$ cat src/hdl/dpc_pkg.sv
// dpc_pkg: shared types and constants of the bayer dead pixel correction block
// no dependencies; imported by the datapath modules, the top level and the checker
`default_nettype none

package dpc_pkg;

    // width and reset value of the dead threshold register
    localparam int unsigned THRESH_BITS         = 8;
    localparam logic [THRESH_BITS-1:0] DEAD_THRESHOLD_RESET = 8'd30;

    // number of same-color neighbors around the center
    localparam int unsigned NBR_COUNT = 8;

    // neighbor slots in the packed neighbor array
    localparam int unsigned NBR_N  = 0;
    localparam int unsigned NBR_S  = 1;
    localparam int unsigned NBR_W  = 2;
    localparam int unsigned NBR_E  = 3;
    localparam int unsigned NBR_NW = 4;
    localparam int unsigned NBR_NE = 5;
    localparam int unsigned NBR_SW = 6;
    localparam int unsigned NBR_SE = 7;

    // interpolation direction, in priority order for equal gradients
    typedef enum logic [1:0] {
        DIR_VERT  = 2'd0,
        DIR_HORIZ = 2'd1,
        DIR_MAIN  = 2'd2,
        DIR_ANTI  = 2'd3
    } dir_t;

endpackage : dpc_pkg

`default_nettype wire

$ cat src/hdl/dpc_detect.sv
// dpc_detect: dead pixel test of the center against its eight neighbors
// depends on dpc_pkg
`default_nettype none

module dpc_detect
    import dpc_pkg::*;
#(
    parameter int unsigned PIXEL_BITS = 10
) (
    input  wire logic [PIXEL_BITS-1:0]  center,
    input  wire logic [PIXEL_BITS-1:0]  nbr [NBR_COUNT],
    input  wire logic [THRESH_BITS-1:0] threshold,
    output logic                        dead
);

    logic [PIXEL_BITS-1:0] thresh_ext;
    logic [NBR_COUNT-1:0]  far;

    assign thresh_ext = PIXEL_BITS'(threshold);

    // each neighbor must differ by strictly more than the threshold
    always_comb begin
        for (int i = 0; i < NBR_COUNT; i++) begin
            if (nbr[i] > center) begin
                far[i] = (nbr[i] - center) > thresh_ext;
            end else begin
                far[i] = (center - nbr[i]) > thresh_ext;
            end
        end
    end

    assign dead = &far;

endmodule : dpc_detect

`default_nettype wire

$ cat src/hdl/dpc_select.sv
// dpc_select: directional gradients, smallest-gradient pick and rounded mean
// depends on dpc_pkg
`default_nettype none

module dpc_select
    import dpc_pkg::*;
#(
    parameter int unsigned PIXEL_BITS = 10
) (
    input  wire logic [PIXEL_BITS-1:0] center,
    input  wire logic [PIXEL_BITS-1:0] nbr [NBR_COUNT],
    output logic      [PIXEL_BITS-1:0] mean,
    output dir_t                       dir
);

    localparam int unsigned GRAD_BITS = PIXEL_BITS + 2;
    localparam int unsigned SUM_BITS  = PIXEL_BITS + 1;

    logic [PIXEL_BITS-1:0] first  [4];
    logic [PIXEL_BITS-1:0] second [4];
    logic [SUM_BITS-1:0]   pair_sum [4];
    logic [GRAD_BITS-1:0]  twice;
    logic [GRAD_BITS-1:0]  grad [4];
    logic [GRAD_BITS-1:0]  best_grad;
    logic [1:0]            best;
    logic [SUM_BITS-1:0]   rounded;

    // pairs in direction order
    always_comb begin
        first[DIR_VERT]   = nbr[NBR_N];
        second[DIR_VERT]  = nbr[NBR_S];
        first[DIR_HORIZ]  = nbr[NBR_W];
        second[DIR_HORIZ] = nbr[NBR_E];
        first[DIR_MAIN]   = nbr[NBR_NW];
        second[DIR_MAIN]  = nbr[NBR_SE];
        first[DIR_ANTI]   = nbr[NBR_NE];
        second[DIR_ANTI]  = nbr[NBR_SW];
    end

    assign twice = {1'b0, center, 1'b0};

    // second differences |2c - a - b|
    always_comb begin
        for (int k = 0; k < 4; k++) begin
            pair_sum[k] = SUM_BITS'(first[k]) + SUM_BITS'(second[k]);
            if (twice > GRAD_BITS'(pair_sum[k])) begin
                grad[k] = twice - GRAD_BITS'(pair_sum[k]);
            end else begin
                grad[k] = GRAD_BITS'(pair_sum[k]) - twice;
            end
        end
    end

    // strict compare keeps the earlier direction on ties
    always_comb begin
        best      = 2'd0;
        best_grad = grad[0];
        for (int k = 1; k < 4; k++) begin
            if (grad[k] < best_grad) begin
                best      = 2'(k);
                best_grad = grad[k];
            end
        end
    end

    // rounded mean of the chosen pair, always within pixel range
    assign rounded = pair_sum[best] + SUM_BITS'(1);
    assign mean    = rounded[SUM_BITS-1:1];
    assign dir     = dir_t'(best);

endmodule : dpc_select

`default_nettype wire

$ cat src/hdl/bayer_dead_pixel_correction_top.sv
// bayer_dead_pixel_correction_top: input register, correction datapath, result register
// depends on dpc_pkg, dpc_detect and dpc_select
`default_nettype none

// Bayer dead pixel correction. Each request carries a raw center pixel and its
// eight same-color neighbors at distance two; one result comes back per request.
// The block takes one request every clock unless the result side stalls, and handles
// each one in order: the request is captured in an input register, the dead test and the
// four-direction gradient pick run in one combinational pass, and the result is
// held in an output register. The input side keeps accepting while a result waits
// as long as the input register is free or moves on in the same cycle, so a stall
// on the result side backs up only after both registers are full. The threshold
// register (reset 30) is written through the cfg channel, which is always ready;
// write it only when no request is in flight.

module bayer_dead_pixel_correction_top
    import dpc_pkg::*;
#(
    parameter int unsigned PIXEL_BITS = 10
) (
    input  wire logic                   aclk,
    input  wire logic                   aresetn,

    input  wire logic                   cfg_valid,
    output logic                        cfg_ready,
    input  wire logic [THRESH_BITS-1:0] cfg_data,

    input  wire logic                   s_valid,
    output logic                        s_ready,
    input  wire logic [PIXEL_BITS-1:0]  s_center_pixel,
    input  wire logic [PIXEL_BITS-1:0]  s_north_pixel,
    input  wire logic [PIXEL_BITS-1:0]  s_south_pixel,
    input  wire logic [PIXEL_BITS-1:0]  s_west_pixel,
    input  wire logic [PIXEL_BITS-1:0]  s_east_pixel,
    input  wire logic [PIXEL_BITS-1:0]  s_northwest_pixel,
    input  wire logic [PIXEL_BITS-1:0]  s_northeast_pixel,
    input  wire logic [PIXEL_BITS-1:0]  s_southwest_pixel,
    input  wire logic [PIXEL_BITS-1:0]  s_southeast_pixel,

    output logic                        m_valid,
    input  wire logic                   m_ready,
    output logic      [PIXEL_BITS-1:0]  m_corrected_pixel,
    output logic                        m_was_dead,
    output logic      [1:0]             m_chosen_direction
);

    logic [THRESH_BITS-1:0] thresh_reg;

    logic                  in_vld_reg;
    logic                  in_vld_next;
    logic [PIXEL_BITS-1:0] center_reg;
    logic [PIXEL_BITS-1:0] nbr_reg [NBR_COUNT];
    logic [PIXEL_BITS-1:0] nbr_in  [NBR_COUNT];

    logic                  out_vld_reg;
    logic                  out_vld_next;
    logic [PIXEL_BITS-1:0] pix_reg;
    logic [PIXEL_BITS-1:0] pix_next;
    logic                  dead_reg;
    dir_t                  dir_reg;
    dir_t                  dir_next;

    logic                  dead;
    logic [PIXEL_BITS-1:0] mean;
    dir_t                  dir;
    logic                  out_free;
    logic                  in_take;

    // threshold register
    assign cfg_ready = 1'b1;

    always_ff @(posedge aclk) begin
        if (!aresetn) begin
            thresh_reg <= DEAD_THRESHOLD_RESET;
        end else if (cfg_valid) begin
            thresh_reg <= cfg_data;
        end
    end

    // handshake: each stage loads when empty or when it drains this cycle
    assign out_free     = !out_vld_reg || m_ready;
    assign s_ready      = !in_vld_reg || out_free;
    assign in_take      = s_valid && s_ready;
    assign in_vld_next  = s_ready ? s_valid : in_vld_reg;
    assign out_vld_next = out_free ? in_vld_reg : out_vld_reg;

    always_comb begin
        nbr_in[NBR_N]  = s_north_pixel;
        nbr_in[NBR_S]  = s_south_pixel;
        nbr_in[NBR_W]  = s_west_pixel;
        nbr_in[NBR_E]  = s_east_pixel;
        nbr_in[NBR_NW] = s_northwest_pixel;
        nbr_in[NBR_NE] = s_northeast_pixel;
        nbr_in[NBR_SW] = s_southwest_pixel;
        nbr_in[NBR_SE] = s_southeast_pixel;
    end

    // input register
    always_ff @(posedge aclk) begin
        if (!aresetn) begin
            in_vld_reg <= 1'b0;
        end else begin
            in_vld_reg <= in_vld_next;
        end
    end

    always_ff @(posedge aclk) begin
        if (in_take) begin
            center_reg <= s_center_pixel;
            nbr_reg    <= nbr_in;
        end
    end

    // correction datapath
    dpc_detect #(
        .PIXEL_BITS (PIXEL_BITS)
    ) u_detect (
        .center    (center_reg),
        .nbr       (nbr_reg),
        .threshold (thresh_reg),
        .dead      (dead)
    );

    dpc_select #(
        .PIXEL_BITS (PIXEL_BITS)
    ) u_select (
        .center (center_reg),
        .nbr    (nbr_reg),
        .mean   (mean),
        .dir    (dir)
    );

    // live pixels pass through with direction fixed at vertical
    assign pix_next = dead ? mean : center_reg;
    assign dir_next = dead ? dir : DIR_VERT;

    // result register
    always_ff @(posedge aclk) begin
        if (!aresetn) begin
            out_vld_reg <= 1'b0;
        end else begin
            out_vld_reg <= out_vld_next;
        end
    end

    always_ff @(posedge aclk) begin
        if (out_free && in_vld_reg) begin
            pix_reg  <= pix_next;
            dead_reg <= dead;
            dir_reg  <= dir_next;
        end
    end

    assign m_valid            = out_vld_reg;
    assign m_corrected_pixel  = pix_reg;
    assign m_was_dead         = dead_reg;
    assign m_chosen_direction = dir_reg;

endmodule : bayer_dead_pixel_correction_top

`default_nettype wire

$ cat config.mk
export PLATFORM = sky130hd
export DESIGN_NAME = bayer_dead_pixel_correction_top
export DESIGN_NICKNAME = d
export VERILOG_FILES = /design/src/hdl/dpc_pkg.sv /design/src/hdl/dpc_detect.sv /design/src/hdl/dpc_select.sv /design/src/hdl/bayer_dead_pixel_correction_top.sv
export SDC_FILE = /design/constraint.sdc
export NUM_CORES = 1
export LEC_CHECK = 0
export ABC_AREA = 1
export BUFFER_PORTS_ARGS = -buffer_cell sky130_fd_sc_hd__buf_4
export CAP_MARGIN = 20
export CORE_MARGIN = 2
export CORE_UTILIZATION = 60
export DETAILED_ROUTE_END_ITERATION = 10
export PLACE_DENSITY = 0.79
export SYNTH_ARGS = -nofsm -noshare
export SYNTH_HDL_FRONTEND = slang
export SYNTH_SLANG_ARGS = --single-unit
$ cat constraint.sdc
create_clock -name aclk -period 11.47 [get_ports aclk]
set_clock_uncertainty 0.1 [all_clocks]
set_input_delay 2.294 -clock aclk [delete_from_list [all_inputs] [get_ports aclk]]
set_output_delay 2.294 -clock aclk [all_outputs]
set_load 0.1 [all_outputs]
==> impl_metrics.sql, run 1 <==
INSERT INTO impl_metrics (metric_group, metric, value, unit) VALUES
('detailed_routing', 'first_iter_violations', '1611', ''),
('critical_path', 'crit_path_top_delay_cell', 'sky130_fd_sc_hd__edfxtp_1', ''),
('critical_path', 'crit_path_end_kind', 'flip-flop', ''),
('floorplan', 'design.die.area', '32800', 'µm²'),
('clocking', 'numClockSinks', '113', ''),
('synthesis', 'netlist_area', '18800', 'µm²'),
('cells_and_area', 'fraction_of_layout_cells_with_a_size_suffix_above_1', '9.21', '%'),
('synthesis', 'synth_cell_types', '64', ''),
('critical_path', 'cp_data_arrival_time', '10.58', 'ns'),
('critical_path', 'setup.worst_path.class', 'reg2reg', ''),
('floorplan', 'die-height', '181', 'µm'),
('sta', 'fin_setup_tns', '0', 'ns'),
('clocking', 'cts_post_setup_buffers_inserted', '0', ''),
('detailed_routing', 'post_detailed_route_count_of_antenna_violating_nets', '0', ''),
('grt', 'number_of_global_route_vias_before_repair', '17723', ''),
('grt', 'grt_start_max_net_pins', '55', ''),
('synthesis', 'synth_enable_flop_cells', '103', ''),
('min_path', 'min-delay-path-class', 'reg2reg', ''),
('flow_run', 'cap_violations', '0', ''),
('clocking', 'cts_repair_resize_count', '0', ''),
('placed_design', 'routabilityCongestion', '0.992', ''),
('floorplan', 'num_rows', '64', ''),
('cells_and_area', 'mostFrequentLayoutCells', 'sky130_fd_sc_hd__ha_1, sky130_fd_sc_hd__nand2_1, sky130_fd_sc_hd__inv_1', ''),
('detailed_routing', 'detailroute.via_count', '18087', ''),
('clocking', 'clk_latency', '0.44', 'ns'),
('placed_design', 'dpl-instance-area', '20200', 'µm²'),
('sta', 'rsz0062_at_grt', 'no', ''),
('power_and_ir_drop', 'fin_total_pwr', '4.65', 'mW'),
('cells_and_area', 'areaGrowthSynthToFinish', '10.3', '%'),
('sta', 'setup_viol', '0', ''),
('placed_design', 'post-place-cells', '2917', ''),
('synthesis', 'ys.warnings.count', '0', ''),
('synthesis', 'synth.net_count', '2989', ''),
('synthesis', 'synthTopCellsByArea', 'sky130_fd_sc_hd__ha_1, sky130_fd_sc_hd__edfxtp_1, sky130_fd_sc_hd__nand2_1, sky130_fd_sc_hd__xor2_1, sky130_fd_sc_hd__inv_1', ''),
('grt', 'grtUsageTotal', '37.5', '%'),
('power_and_ir_drop', 'power_leakage', '10.9', 'nW'),
('clocking', 'tritoncts.num_buffers', '17', ''),
('detailed_routing', 'drt-wirelength-per-cell', '20.9', 'µm'),
('sta', 'max-slew-margin-rel', '41.8', '%'),
('cells_and_area', 'finalNetCount', '3095', ''),
('cells_and_area', 'finish.instance_area', '20700', 'µm²'),
('synthesis', 'synth_seq_cells', '113', ''),
('power_and_ir_drop', 'total_power_per_unit_cell_area', '224', 'nW/µm²'),
('clocking', 'cts_max_path_buffers', '2', ''),
('cells_and_area', 'utilization', '67.5', '%'),
('sta', 'finalWorstPathRequiredPeriod', '10.49', 'ns'),
('sta', 'final_max_slew_viol_count', '0', ''),
('synthesis', 'synth.avg_cell_area', '7.73', 'µm²'),
('synthesis', 'netlist.area_leader.share', '28.2', '%'),
('sta', 'finalHoldViolCount', '0', ''),
('detailed_routing', 'drt_wl_total', '61.6', 'mm'),
('power_and_ir_drop', 'worst_ir_drop_vdd', '0.238', 'mV'),
('critical_path', 'crit_path_required_time', '11.56', 'ns'),
('critical_path', 'crit_path_max_fanout', '37', ''),
('synthesis', 'synth_seq_area_share', '17.5', '%'),
('clocking', 'cts-htree-levels', '4', ''),
('cells_and_area', 'mostFrequentLayoutCell', 'sky130_fd_sc_hd__ha_1', ''),
('floorplan', 'io_pins', '119', ''),
('floorplan', 'die-width', '181', 'µm'),
('cells_and_area', 'antenna_cells', '0', ''),
('placed_design', 'port_buffers', '117', ''),
('detailed_routing', 'detail_route.vias_per_cell', '6.14', ''),
('sta', 'fmax', '0.0953', 'GHz'),
('clocking', 'cts_root_buffer', 'sky130_fd_sc_hd__clkbuf_16', ''),
('cells_and_area', 'layout.cells.non_filler', '2948', ''),
('clocking', 'post_cts_hold_buffer_count', '0', ''),
('synthesis', 'ys_dominant_reg_cell', 'sky130_fd_sc_hd__edfxtp_1', ''),
('critical_path', 'critical_path.startpoint_type', 'flip-flop', ''),
('synthesis', 'syn-instance-count', '2434', ''),
('outcome', 'outcome', 'completed', ''),
('critical_path', 'ff2ff_setup_slack', '0.98', 'ns');
layout make-up:
type                       instances  area (µm²)
clock buffer                      17         425
sequential                       113        3290
timing repair buffer             145        1090
multi-input combinational       1892       13900
tap                              396         495
clock inverter                    14         165
inverter                         371        1390
fill                            2664       10000
Yosys cell counts (all sizes together) (10+ instances only):
library cell / instances
a31oi: 11
a21o: 19
o21ai: 152
clkbuf: 50
a221oi: 16
a211oi: 13
o211ai: 11
nand4: 28
edfxtp: 103
inv: 369
nor2: 106
xor2: 161
fa: 28
a221o: 29
ha: 424
dfxtp: 10
o221ai: 12
nand3: 86
nand2: 433
o21bai: 21
a21oi: 254
xnor2: 22
cells by family after synthesis:
family                   synth area share (%)
flip-flops                               17.5
other                                  0.0199
XOR/XNOR                                 8.52
multiplexers                           0.0532
adder cells (fa/ha/maj)                  31.2
AND/OR/NAND/NOR                          15.4
AO/OA/AOI/OAI                            18.7
buffers and inverters                    8.71
worst paths after layout:
kind,cells after the start,to,from
worst max register to register,55,m_corrected_pixel[9],nbr_reg[41]
worst max-delay path,55,m_corrected_pixel[9],nbr_reg[41]
worst min register to register,2,m_valid,in_vld_reg
worst min-delay path,2,m_valid,in_vld_reg
metal layers:
layer | global-route usage (%) | share of wire (%)
met4 | 20.6 | 6.3
met3 | 7.74 | 8.6
met5 | 0 | 0
met2 | 62.2 | 45
met1 | 45.6 | 40
through the flow:
step	hold WS [ns]	worst slack, ns
final	0.411	0.979
after global routing	0.454	0.0430
after CTS	0.408	1.11
after detailed placement	0.394	1.19
after global placement	0.359	1.64
after floorplan	0.351	2.18
critical path: cells and delay by family, from the launching register on:
family	cells	cell delay (ns)
buf+inv	6	0.55
simple gates	18	2.48
fa+ha+maj	6	1.80
xor+xnor	2	0.43
compound gates	23	4.36
flops	1	0.51
power by group:
part	leakage [nW]	switching [mW]	total (mW)	internal, mW
Combinational	9.48	2.39	3.55	1.16
Sequential	1.09	0.0349	0.546	0.511
Clock	0.290	0.214	0.553	0.339
Total	10.9	2.64	4.65	2.01
No activity file was read; power rests on OpenSTA's default activity.
==> run 2: changes to the inputs <==
CORE_UTILIZATION = 40   (was 60)
PLACE_DENSITY = default   (was 0.79)
clock period = 10.2 ns   (was 11.47 ns; I/O delays follow)
==> run 2 against run 1 <==
First-iteration DRC count is 28% lower. Final cell count is 7.7% higher. Worst hold slack worse by 0.0030 ns. Sequential power is 13% higher. Die area is 49% higher. Via count is 3.0% lower. Combinational power is 23% higher. Worst setup slack worse by 0.25 ns. Sequential cell count stayed put. Total power is 20% higher. Clock power is 9.4% higher. Critical path type unchanged. Largest power group unchanged.
==> impl_metrics.sql, run 2 (synthesis results as in run 1) <==
INSERT INTO impl_metrics (metric_group, metric, value, unit) VALUES
('floorplan', 'core', '46500', 'µm²'),
('critical_path', 'cp_data_arrival_time', '9.59', 'ns'),
('cells_and_area', 'fraction_of_layout_cells_with_a_size_suffix_above_1', '10.3', '%'),
('grt', 'initial_antenna_violation_count', '0', ''),
('sta', 'fin_setup_tns', '0', 'ns'),
('placed_design', 'port_buffers', '117', ''),
('critical_path', 'crit_path_max_fanout', '30', ''),
('sta', 'worst-slew-pin-transition', '1.15', 'ns'),
('detailed_routing', 'drt_drc_violations_left', '0', ''),
('power_and_ir_drop', 'worst_ir_drop_vdd', '0.264', 'mV'),
('clocking', 'clk_latency', '0.49', 'ns'),
('power_and_ir_drop', 'fin_total_pwr', '5.58', 'mW'),
('grt', 'number_of_global_route_vias_before_repair', '17440', ''),
('critical_path', 'crit_path_end_kind', 'flip-flop', ''),
('sta', 'finalWorstPathRequiredPeriod', '9.47', 'ns'),
('detailed_routing', 'first_pass_iters', '7', ''),
('grt', 'grtUsageTotal', '26.7', '%'),
('sta', 'max-slew-margin-rel', '23.0', '%'),
('critical_path', 'largest_stage_delay_on_the_critical_path', '0.42', 'ns'),
('clocking', 'cts_tree', 'built', ''),
('clocking', 'post_cts_hold_buffer_count', '0', ''),
('grt', 'grt_overflow_total', '0', ''),
('min_path', 'min-delay-path-class', 'reg2reg', ''),
('critical_path', 'setup.worst_path.class', 'reg2reg', ''),
('sta', 'finalHoldViolCount', '0', ''),
('sta', 'min_period_over_period', '92.9', '%'),
('power_and_ir_drop', 'p_clk_share', '10.8', '%'),
('cells_and_area', 'areaGrowthSynthToFinish', '12.9', '%'),
('cells_and_area', 'finalNetCount', '3111', ''),
('power_and_ir_drop', 'power_leakage', '10.9', 'nW'),
('detailed_routing', 'drt-wirelength-per-cell', '20.8', 'µm'),
('critical_path', 'crit_path_required_time', '10.32', 'ns'),
('sta', 'final_max_slew_viol_count', '0', ''),
('floorplan', 'io_pins', '119', ''),
('power_and_ir_drop', 'net_sw_share', '57.4', '%'),
('outcome', 'outcome', 'completed', ''),
('detailed_routing', 'first_iter_violations', '1157', ''),
('detailed_routing', 'post_detailed_route_count_of_antenna_violating_nets', '0', ''),
('placed_design', 'routabilityCongestion', '0.939', ''),
('grt', 'grt_start_max_net_pins', '50', ''),
('detailed_routing', 'drt_wl_total', '66.0', 'mm'),
('floorplan', 'die-width', '221', 'µm'),
('power_and_ir_drop', 'p_sw', '3.20', 'mW'),
('clocking', 'cts-htree-levels', '4', ''),
('sta', 'hold_slack', '0.408', 'ns'),
('sta', 'setup_viol', '0', ''),
('placed_design', 'dpl-instance-area', '20400', 'µm²'),
('power_and_ir_drop', 'cell_internal_pwr', '2.38', 'mW'),
('floorplan', 'num_rows', '79', ''),
('power_and_ir_drop', 'power_frac_comb', '78.1', '%'),
('clocking', 'numClockSinks', '113', ''),
('critical_path', 'critical_path.startpoint_type', 'flip-flop', ''),
('clocking', 'cts_max_path_buffers', '2', ''),
('cells_and_area', 'antenna_cells', '0', ''),
('clocking', 'tritoncts.num_buffers', '17', ''),
('clocking', 'clk_pin_slew', '0.07', 'ns'),
('detailed_routing', 'detailroute.via_count', '17546', ''),
('power_and_ir_drop', 'sequentialPowerShare', '11.1', '%'),
('clocking', 'cts_root_buffer', 'sky130_fd_sc_hd__clkbuf_16', ''),
('power_and_ir_drop', 'total_power_per_unit_cell_area', '263', 'nW/µm²'),
('grt', 'first_pass_grt_wire_length', '99.3', 'mm'),
('critical_path', 'crit_path_top_delay_cell', 'sky130_fd_sc_hd__edfxtp_1', ''),
('floorplan', 'die-height', '221', 'µm'),
('sta', 'fmax', '0.106', 'GHz'),
('flow_run', 'cap_violations', '0', ''),
('cells_and_area', 'mostFrequentLayoutCell', 'sky130_fd_sc_hd__ha_1', ''),
('floorplan', 'initial_core_util', '40.5', '%'),
('floorplan', 'design.die.area', '48800', 'µm²'),
('cells_and_area', 'finish.instance_area', '21200', 'µm²'),
('cells_and_area', 'largest_register_ff_count', '80', ''),
('cells_and_area', 'mostFrequentLayoutCells', 'sky130_fd_sc_hd__ha_1, sky130_fd_sc_hd__nand2_1, sky130_fd_sc_hd__inv_1', ''),
('placed_design', 'dp.final_hpwl', '51.9', 'mm'),
('detailed_routing', 'detail_route.vias_per_cell', '5.52', '');
## run 2: changes by cell type in the layout (fill, tap and decap cells not counted), sizes merged
cell,change
buf,+13
clkinv,-7
bufinv,-3
clkbuf,+5
nand2,+3
inv,+7
clkinvlp,-1
## run 2: routing by layer
layer | up-vias | GRT usage (%) | part of all wire, %
met1 | 8222 | 31.8 | 42
met2 | 582 | 46.5 | 48
li1 | 8583 | - | -
met4 | 0 | 13.9 | 5.7
met5 | - | 0 | 0
met3 | 159 | 3.82 | 4.8
## run 2: power groups by stage
| stage | registers, mW | clock network, mW | logic (mW) |
|---|---|---|---|
| finish | 0.618 | 0.605 | 4.36 |
| global route | 0.623 | 0.634 | 4.82 |
| CTS | 0.619 | 0.621 | 4.04 |
| detailed placement | 0.628 | 0 | 4.02 |
| global placement | 0.628 | 0 | 3.98 |
| floorplan | 0.743 | 0 | 2.90 |
## run 2: what timing repair did
item,in CTS,in global routing
pin swaps,0,6
setup buffers,0,15
gates cloned,0,3
setup endpoints to repair,3,11
gates resized for setup,1,29
## run 2: cell type report
| class | count | area [µm²] |
|---|---|---|
| clock inverters | 10 | 66.3 |
| well taps | 607 | 759 |
| fillers | 4668 | 25200 |
| multi-input cells | 1895 | 14000 |
| inverters | 371 | 1400 |
| repair buffers | 158 | 1200 |
| flip-flops and latches | 113 | 3290 |
| clock buffers | 22 | 507 |
## run 2: worst max-delay path, delay by kind of cell, from the launching register on
kind                       cells  cell delay (ns)
AOI/OAI and AO/OA             15             2.41
xor gates and xnor gates       1             0.29
adders and majority gates      7             2.12
buffers and inverters          7             0.88
DFF                            1             0.42
and+or+nand+nor               28             2.95
## run 2: final timing paths
path | startpoint | slack, ns | end | cells after the start
worst max-delay path | nbr_reg[60] | 0.73 | m_corrected_pixel[5] | 58
worst min-delay path | in_vld_reg | 0.41 | m_valid | 2
worst max register to register | nbr_reg[60] | 0.73 | m_corrected_pixel[5] | 58
worst min register to register | in_vld_reg | 0.41 | m_valid | 2
## run 2: through the flow
step / util, % / instances / setup WS (ns)
global placement: 43.9 / 3125 / 0.201
CTS: 45.2 / 3157 / 0.109
global route: 45.7 / 3176 / -0.0757
floorplan: - / 2434 / 0.905
finish: 45.7 / 3176 / 0.729
detailed placement: 43.9 / 3125 / -0.00623
